**config.mk**
```make
export PLATFORM = sky130hd
export DESIGN_NAME = telecommand_packet_parser_crc_unit_flat
export DESIGN_NICKNAME = d
export VERILOG_FILES = /design/src/rtl/core/tpp_pkg.sv /design/src/rtl/core/tpp_if.sv /design/src/rtl/core/tpp_crc8.sv /design/src/rtl/core/tpp_parser.sv /design/src/rtl/core/telecommand_packet_parser_crc_unit.sv /design/src/flat_wrapper.sv
export SDC_FILE = /design/constraint.sdc
export NUM_CORES = 1
export LEC_CHECK = 0
export BUFFER_PORTS_ARGS = -buffer_cell sky130_fd_sc_hd__buf_2
export CORE_MARGIN = 2
export CORE_UTILIZATION = 35
export CTS_CLUSTER_SIZE = 20
export DETAILED_ROUTE_END_ITERATION = 16
export PLACE_DENSITY = 0.52
export SLEW_MARGIN = 20
export SYNTH_ARGS = -nofsm -noshare
export SYNTH_HDL_FRONTEND = slang
export SYNTH_SLANG_ARGS = --single-unit
export TNS_END_PERCENT = 30
```
**constraint.sdc**
```tcl
create_clock -name clk -period 4.3 [get_ports clk]
set_input_delay 0.645 -clock clk [delete_from_list [all_inputs] [get_ports clk]]
set_output_delay 0.645 -clock clk [all_outputs]
set_load 0.005 [all_outputs]
```
**src/rtl/core/tpp_pkg.sv**
```systemverilog
`default_nettype none
package tpp_pkg;

	// Byte counter width: the longest packet is 65542 bytes.
	localparam int unsigned POS_W = 17;

	localparam logic [POS_W-1:0] HEADER_BYTES = 17'd10;
	localparam logic [15:0]      MIN_LENGTH   = 16'd5;
	localparam logic [15:0]      CRC_INIT     = 16'hFFFF;
	localparam logic [15:0]      CRC_POLY     = 16'h1021;

	// Positions of the primary header words inside the packet.
	localparam logic [POS_W-1:0] POS_SEQ_CTRL = 17'd2;
	localparam logic [POS_W-1:0] POS_LENGTH   = 17'd4;
	localparam logic [POS_W-1:0] POS_DATA_HDR = 17'd6;

	// Decoded fields of one finished packet.
	typedef struct packed {
		logic [10:0] apid;
		logic [1:0]  seq_flags;
		logic [13:0] seq_count;
		logic [15:0] packet_length;
		logic [3:0]  ack_flags;
		logic [7:0]  svc_type;
		logic [7:0]  svc_subtype;
		logic [7:0]  sender_id;
		logic [15:0] received_crc;
		logic [15:0] computed_crc;
		logic        crc_ok;
		logic        length_error;
	} tpp_result_t;

endpackage
`default_nettype wire

```
**src/rtl/core/tpp_if.sv**
```systemverilog
`default_nettype none
// Byte stream channel into the parser.
interface tpp_in_if;
	logic       valid;
	logic       ready;
	logic [7:0] data_byte;

	modport source (output valid, output data_byte, input ready);
	modport sink (input valid, input data_byte, output ready);
endinterface

// Result channel carrying the decoded packet fields.
interface tpp_res_if;
	logic        valid;
	logic        ready;
	logic [10:0] apid;
	logic [1:0]  seq_flags;
	logic [13:0] seq_count;
	logic [15:0] packet_length;
	logic [3:0]  ack_flags;
	logic [7:0]  svc_type;
	logic [7:0]  svc_subtype;
	logic [7:0]  sender_id;
	logic [15:0] received_crc;
	logic [15:0] computed_crc;
	logic        crc_ok;
	logic        length_error;

	modport source (output valid, output apid, output seq_flags, output seq_count,
		output packet_length, output ack_flags, output svc_type,
		output svc_subtype, output sender_id, output received_crc,
		output computed_crc, output crc_ok, output length_error, input ready);
	modport sink (input valid, input apid, input seq_flags, input seq_count,
		input packet_length, input ack_flags, input svc_type,
		input svc_subtype, input sender_id, input received_crc,
		input computed_crc, input crc_ok, input length_error, output ready);
endinterface
`default_nettype wire

```
**src/rtl/core/tpp_crc8.sv**
```systemverilog
`default_nettype none
// CRC-16 update by one whole byte, MSB first, eight shift steps unrolled.
module tpp_crc8
	import tpp_pkg::*;
(
	input  wire logic [15:0] crc,
	input  wire logic [7:0]  data,
	output logic [15:0]      crc_next
);

	always_comb begin
		logic [15:0] c;
		c = crc ^ {data, 8'h00};
		for (int k = 0; k < 8; k++) begin
			if (c[15]) begin
				c = {c[14:0], 1'b0} ^ CRC_POLY;
			end else begin
				c = {c[14:0], 1'b0};
			end
		end
		crc_next = c;
	end

endmodule
`default_nettype wire

```
**src/rtl/core/tpp_parser.sv**
```systemverilog
`default_nettype none
// Input register, byte position tracking, header capture and running CRC.
module tpp_parser
	import tpp_pkg::*;
(
	input  wire logic        clk,
	input  wire logic        arst_n,
	input  wire logic        in_valid,
	input  wire logic [7:0]  in_byte,
	output logic             in_ready,
	input  wire logic        res_free,
	output logic             res_load,
	output tpp_result_t      result
);

	logic             valid_s1;
	logic [7:0]       byte_s1;
	logic [POS_W-1:0] pos_q;
	logic [15:0]      packet_id_q;
	logic [15:0]      seq_ctrl_q;
	logic [15:0]      length_q;
	logic [31:0]      data_hdr_q;
	logic [15:0]      crc_q;
	logic [7:0]       crc_high_q;

	logic             in_header;
	logic             short_len;
	logic [POS_W-1:0] data_end;
	logic             in_data;
	logic             at_crc_high;
	logic             emit;
	logic             advance;
	logic [15:0]      crc_next;
	logic [15:0]      received;

	tpp_crc8 u_crc8 (
		.crc      (crc_q),
		.data     (byte_s1),
		.crc_next (crc_next)
	);

	// Classify the byte held in the input register by its packet position.
	assign in_header   = pos_q < HEADER_BYTES;
	assign short_len   = length_q < MIN_LENGTH;
	assign data_end    = short_len ? HEADER_BYTES : ({1'b0, length_q} + {1'b0, MIN_LENGTH});
	assign in_data     = !in_header && (pos_q < data_end);
	assign at_crc_high = !in_header && (pos_q == data_end);
	assign emit        = valid_s1 && !in_header && !in_data && !at_crc_high;

	// The held byte retires unless it finishes a packet and the result slot is full.
	assign advance  = valid_s1 && (!emit || res_free);
	assign in_ready = !valid_s1 || advance;
	assign res_load = emit && advance;

	// Assemble the result from the captured fields and the final byte.
	assign received = {crc_high_q, byte_s1};
	always_comb begin
		result.apid          = packet_id_q[10:0];
		result.seq_flags     = seq_ctrl_q[15:14];
		result.seq_count     = seq_ctrl_q[13:0];
		result.packet_length = length_q;
		result.ack_flags     = data_hdr_q[27:24];
		result.svc_type      = data_hdr_q[23:16];
		result.svc_subtype   = data_hdr_q[15:8];
		result.sender_id     = data_hdr_q[7:0];
		result.received_crc  = received;
		result.computed_crc  = crc_q;
		result.crc_ok        = !short_len && (crc_q == received);
		result.length_error  = short_len;
	end

	// Input register and packet state.
	always_ff @(posedge clk or negedge arst_n) begin
		if (!arst_n) begin
			valid_s1    <= 1'b0;
			byte_s1     <= 8'h00;
			pos_q       <= '0;
			packet_id_q <= 16'h0000;
			seq_ctrl_q  <= 16'h0000;
			length_q    <= 16'h0000;
			data_hdr_q  <= 32'h0000_0000;
			crc_q       <= CRC_INIT;
			crc_high_q  <= 8'h00;
		end else begin
			if (in_ready) begin
				valid_s1 <= in_valid;
				byte_s1  <= in_byte;
			end
			if (advance) begin
				priority if (in_header) begin
					priority if (pos_q < POS_SEQ_CTRL) begin
						packet_id_q <= {packet_id_q[7:0], byte_s1};
					end else if (pos_q < POS_LENGTH) begin
						seq_ctrl_q <= {seq_ctrl_q[7:0], byte_s1};
					end else if (pos_q < POS_DATA_HDR) begin
						length_q <= {length_q[7:0], byte_s1};
					end else begin
						data_hdr_q <= {data_hdr_q[23:0], byte_s1};
					end
					crc_q <= crc_next;
					pos_q <= pos_q + POS_W'(1);
				end else if (in_data) begin
					crc_q <= crc_next;
					pos_q <= pos_q + POS_W'(1);
				end else if (at_crc_high) begin
					crc_high_q <= byte_s1;
					pos_q      <= pos_q + POS_W'(1);
				end else begin
					pos_q <= '0;
					crc_q <= CRC_INIT;
				end
			end
		end
	end

endmodule
`default_nettype wire

```
**src/rtl/core/telecommand_packet_parser_crc_unit.sv**
```systemverilog
`default_nettype none
// Telecommand packet parser: takes one byte request per cycle from a stream of
// back-to-back packets and, on the last byte of each packet, delivers one result
// request with the decoded header fields, the received and computed CRC-16 and
// the check flags. Throughput is one byte per cycle, limited by the combinational
// eight-step CRC update; the last byte of a packet passes the input register and
// its result is then held in the result register. The result register frees the
// input side, so bytes keep flowing while a result waits, and only the final byte
// of the next packet stalls behind an untaken result.
module telecommand_packet_parser_crc_unit
	import tpp_pkg::*;
(
	input  wire logic  clk,
	input  wire logic  arst_n,
	tpp_in_if.sink     cmd,
	tpp_res_if.source  res
);

	logic        res_free;
	logic        res_load;
	logic        res_valid_q;
	tpp_result_t result;
	tpp_result_t res_q;

	tpp_parser u_parser (
		.clk      (clk),
		.arst_n   (arst_n),
		.in_valid (cmd.valid),
		.in_byte  (cmd.data_byte),
		.in_ready (cmd.ready),
		.res_free (res_free),
		.res_load (res_load),
		.result   (result)
	);

	// Result register with its valid flag.
	assign res_free = !res_valid_q || res.ready;

	always_ff @(posedge clk or negedge arst_n) begin
		if (!arst_n) begin
			res_valid_q <= 1'b0;
			res_q       <= '0;
		end else begin
			if (res_free) begin
				res_valid_q <= res_load;
			end
			if (res_load) begin
				res_q <= result;
			end
		end
	end

	assign res.valid         = res_valid_q;
	assign res.apid          = res_q.apid;
	assign res.seq_flags     = res_q.seq_flags;
	assign res.seq_count     = res_q.seq_count;
	assign res.packet_length = res_q.packet_length;
	assign res.ack_flags     = res_q.ack_flags;
	assign res.svc_type      = res_q.svc_type;
	assign res.svc_subtype   = res_q.svc_subtype;
	assign res.sender_id     = res_q.sender_id;
	assign res.received_crc  = res_q.received_crc;
	assign res.computed_crc  = res_q.computed_crc;
	assign res.crc_ok        = res_q.crc_ok;
	assign res.length_error  = res_q.length_error;

endmodule
`default_nettype wire

```
**src/flat_wrapper.sv**
```systemverilog
// flat-port wrapper written by rule: the top's interface ports become plain ports
module telecommand_packet_parser_crc_unit_flat import tpp_pkg::*;
  (clk, arst_n, cmd_valid, cmd_data_byte, cmd_ready, res_valid, res_apid, res_seq_flags, res_seq_count, res_packet_length, res_ack_flags, res_svc_type, res_svc_subtype, res_sender_id, res_received_crc, res_computed_crc, res_crc_ok, res_length_error, res_ready);
  tpp_in_if cmd_i ();
  tpp_res_if res_i ();
  input  wire logic clk;
  input  wire logic arst_n;
  input wire logic [$bits(cmd_i.valid)-1:0] cmd_valid;
  input wire logic [$bits(cmd_i.data_byte)-1:0] cmd_data_byte;
  output wire logic [$bits(cmd_i.ready)-1:0] cmd_ready;
  output wire logic [$bits(res_i.valid)-1:0] res_valid;
  output wire logic [$bits(res_i.apid)-1:0] res_apid;
  output wire logic [$bits(res_i.seq_flags)-1:0] res_seq_flags;
  output wire logic [$bits(res_i.seq_count)-1:0] res_seq_count;
  output wire logic [$bits(res_i.packet_length)-1:0] res_packet_length;
  output wire logic [$bits(res_i.ack_flags)-1:0] res_ack_flags;
  output wire logic [$bits(res_i.svc_type)-1:0] res_svc_type;
  output wire logic [$bits(res_i.svc_subtype)-1:0] res_svc_subtype;
  output wire logic [$bits(res_i.sender_id)-1:0] res_sender_id;
  output wire logic [$bits(res_i.received_crc)-1:0] res_received_crc;
  output wire logic [$bits(res_i.computed_crc)-1:0] res_computed_crc;
  output wire logic [$bits(res_i.crc_ok)-1:0] res_crc_ok;
  output wire logic [$bits(res_i.length_error)-1:0] res_length_error;
  input wire logic [$bits(res_i.ready)-1:0] res_ready;
  assign cmd_i.valid = cmd_valid;
  assign cmd_i.data_byte = cmd_data_byte;
  assign cmd_ready = cmd_i.ready;
  assign res_valid = res_i.valid;
  assign res_apid = res_i.apid;
  assign res_seq_flags = res_i.seq_flags;
  assign res_seq_count = res_i.seq_count;
  assign res_packet_length = res_i.packet_length;
  assign res_ack_flags = res_i.ack_flags;
  assign res_svc_type = res_i.svc_type;
  assign res_svc_subtype = res_i.svc_subtype;
  assign res_sender_id = res_i.sender_id;
  assign res_received_crc = res_i.received_crc;
  assign res_computed_crc = res_i.computed_crc;
  assign res_crc_ok = res_i.crc_ok;
  assign res_length_error = res_i.length_error;
  assign res_i.ready = res_ready;
  telecommand_packet_parser_crc_unit u_core (.clk(clk), .arst_n(arst_n), .cmd(cmd_i), .res(res_i));
endmodule
```
==> impl_metrics.ini <==
[clocking]
cts.sink_count = 227
clock_latency_ps = 520
clock_path_buffers = 3
cts_buffers = 25
cts_tree = built
path_clk_slew_ps = 60
cts_root_buf = clkbuf_16
cts.htree.levels = 1

[grt]
grt_use_met2_pct = 24.8
met3_usage_pct = 2.79
grt_pass1_wl_mm = 36.6
grt_pass1_vias = 6443
busiest_layer = met2
grtUsageMet1_pct = 21.1
track_usage_pct = 15.3
grt_overflow = 0
grt_max_degree = 101
antenna_found_initial = 2

[pwr]
power_density_mw_per_mm2 = 778
clkPwrFrac_pct = 23.4
switching_share_pct = 34.2
p_int_mw = 6.16
ir_worst_vdd_mv = 0.465
switchingPower_mw = 3.20
leakagePower_nw = 5.68
power.total_mw = 9.37
seqPwrFrac_pct = 37.8
p_comb_share_pct = 38.8

[synth]
synth.avg_cell_area_um2 = 13.7
synth-edff-count = 0
synthFlopType = dfrtp_1
synth-seq-area-share_pct = 57.2
synth-seq-cells = 227
synth.cell_area_mm2 = 0.00996
synth_nets = 758
async_flop_share_pct = 100
yosysWarnings = 0
synth_cell_types = 49
netlist_instances = 726

[sta]
slew_viol_final = 0
worstMarginPinSlew_ps = 798
fmax_ghz = 0.239
post-route-period-util_pct = 97.2
fin_setup_tns_ps = 0
finalHoldViolations = 0
fin_ws_ps = 119
clock_skew_ps = 7.63
period_needed_ps = 4180
setup_viol = 0
hold_slack_ps = 129
slew_headroom_pct = 46.8

[route]
avgRoutedWirePerCell_um = 18.0
first_pass_iters = 4
drt_iter0_drc = 261
routed_wl_mm = 22.6
vias = 6073
avgViaCountPerCell = 4.84
drc_errors = 0
antenna_left = 0

[finish]
multi_input_area_mm2 = 0.00415
area_growth_pct = 20.8
fin_area_mm2 = 0.0120
mostFrequentLayoutCell = dfrtp_1
seq_area_mm2 = 0.00570
diodes = 0
final_layout_size_suffix_gt1_share_pct = 47.5
final_cell_mix = 208 x dfrtp_1, 189 x mux2_2, 117 x buf_2, 38 x xor2_1, 28 x nand2_1
fillerInstances = 2648
nNetsFinal = 891

[placed_design]
gp_congestion = 0.793
hpwlAfterDp_mm = 14.7
portBuffers = 118
place_ws_ps = 396
placed_cell_area_mm2 = 0.0111

[setup_path]
critical-path-top-delay-family = compound AO/OA/AOI/OAI gates
path_cells = or4_4 -> a2111oi_4 -> and3_4 -> nand2b_1 -> ha_1 -> a21oi_2 -> o221ai_1 -> a211o_2 -> o21a_4 -> nand4_1 -> buf_2
required_ps = 3650
critPathBufInv = 1
cp_slowest_cell = or4_4
path_max_fanout = 6
cp-start-kind = flip-flop
critical_path_class = flip-flop to output port
slowest_delay_ps = 550
cp-end-kind = output port
arrival_ps = 3540

[floorplan]
core_mm2 = 0.0279
rows = 61
die_x_um = 173
io_pins = 119
die_y_um = 173
start_util_pct = 35.7
dieArea_mm2 = 0.0298

[flow_run]
cap_violations = 0

[status]
outcome = completed

[min_path]
hp-class = input pin to asynchronous set/reset pin
[cell type report]
type | count | share of cell area (%)
Sequential cell | 227 | 47.4
Tap cell | 378 | 3.93
Inverter | 8 | 0.249
Timing Repair Buffer | 145 | 6.98
Clock inverter | 15 | 1.55
Clock buffer | 30 | 5.43
Multi-Input combinational cell | 452 | 34.5
[cell families (layout without fill, tap and decap cells)]
group | Yosys count | in the layout | synth area share [%]
flip-flops | 227 | 227 | 57.2
XOR/XNOR | 54 | 54 | 4.75
multiplexers | 198 | 198 | 22.3
buffers and inverters | 47 | 198 | 2.07
AO/OA/AOI/OAI | 70 | 70 | 5.29
AND/OR/NAND/NOR | 110 | 110 | 5.86
adder cells (fa/ha/maj) | 20 | 20 | 2.51
[timing repair]
action,4_1_cts,5_1_grt
setup endpoints to repair,1,1
buffers inserted,4,2
gates resized for setup,7,12
pin swaps,2,5
hold buffers,0,0
[stage by stage]
stage | utilization, % | cells
2_1_floorplan | - | 726
6_report | 43.1 | 1255
5_1_grt | 43.1 | 1255
3_3_place_gp | 39.6 | 1204
4_1_cts | 42.9 | 1253
3_5_place_dp | 39.6 | 1204
[path summary, 6_finish.rpt]
path                                               from                           to  slack (ps)  depth (start not counted)
max                        u_core.u_parser.length_q[13]                    cmd_ready         120                         11
max reg2reg                u_core.u_parser.length_q[13]      u_core.res.ack_flags[3]         590                         12
min                                              arst_n  u_core.res.packet_length[9]         130                          1
min in group clk                              cmd_valid     u_core.u_parser.valid_s1         310                          2
max in group asynchronous                        arst_n    u_core.u_parser.crc_q[12]        3050                          2
min reg2reg                     u_core.res.sender_id[5]      u_core.res.sender_id[5]         480                          1
[worst register-to-register path, stage by stage, from the launching register on]
cell and delay (ps):
dfrtp_1 380, or4_4 550, a2111oi_4 280, and3_4 250
nand2b_1 110, ha_1 250, a21oi_2 130, o221ai_1 130
a211o_2 370, o21a_4 230, nand4_4 90, buf_12 380
mux2_2 440
[per-layer routing]
metal,share of wire (%),wire length (um)
met5,0.11,25
met1,47,10700
met3,3.8,868
met4,1.9,420
met2,47,10600
[state kept, by name, indices dropped and copies added (netlist names), 11 cells and up]
name,count
u_core.u_parser.data_hdr_q,28
u_core.u_parser.pos_q,17
u_core.res.computed_crc,16
u_core.res.packet_length,16
u_core.res.received_crc,16
u_core.u_parser.crc_q,16
u_core.u_parser.length_q,16
u_core.u_parser.seq_ctrl_q,16
u_core.res.seq_count,14
u_core.res.apid,11
u_core.u_parser.packet_id_q,11
[synthesized netlist by cell type, drive strengths merged, types with 3 or more instances]
library cell | count | area (um^2)
buf | 16 | 90.1
xor2 | 38 | 333
nor2 | 25 | 93.8
nor3 | 10 | 55.1
and3 | 8 | 50.1
dfrtp | 211 | 5280
inv | 8 | 30.0
dfstp | 16 | 420
o21ai | 7 | 38.8
nand2 | 28 | 105
nand2b | 4 | 25.0
mux2i | 6 | 60.1
o31ai | 3 | 27.5
nand4 | 9 | 62.6
nand3 | 10 | 50.1
a21oi | 14 | 70.1
nor4 | 10 | 83.8
xnor2 | 16 | 140
o22a | 16 | 140
o2bb2ai | 11 | 96.3
a211oi | 3 | 22.5
clkbuf | 23 | 86.3
ha | 20 | 250
mux2 | 192 | 2160
a22o | 3 | 26.3
[power groups by stage]
| stage | clock, mW | combinational, mW | sequential, mW |
|---|---|---|---|
| floorplan | 0 | 2.56 | 3.35 |
| global placement | 0 | 3.48 | 3.58 |
| detailed placement | 0 | 3.52 | 3.58 |
| CTS | 2.28 | 3.64 | 3.54 |
| global route | 2.35 | 4.04 | 3.66 |
| finish | 2.19 | 3.64 | 3.54 |
(Power assumes the default switching activity.)
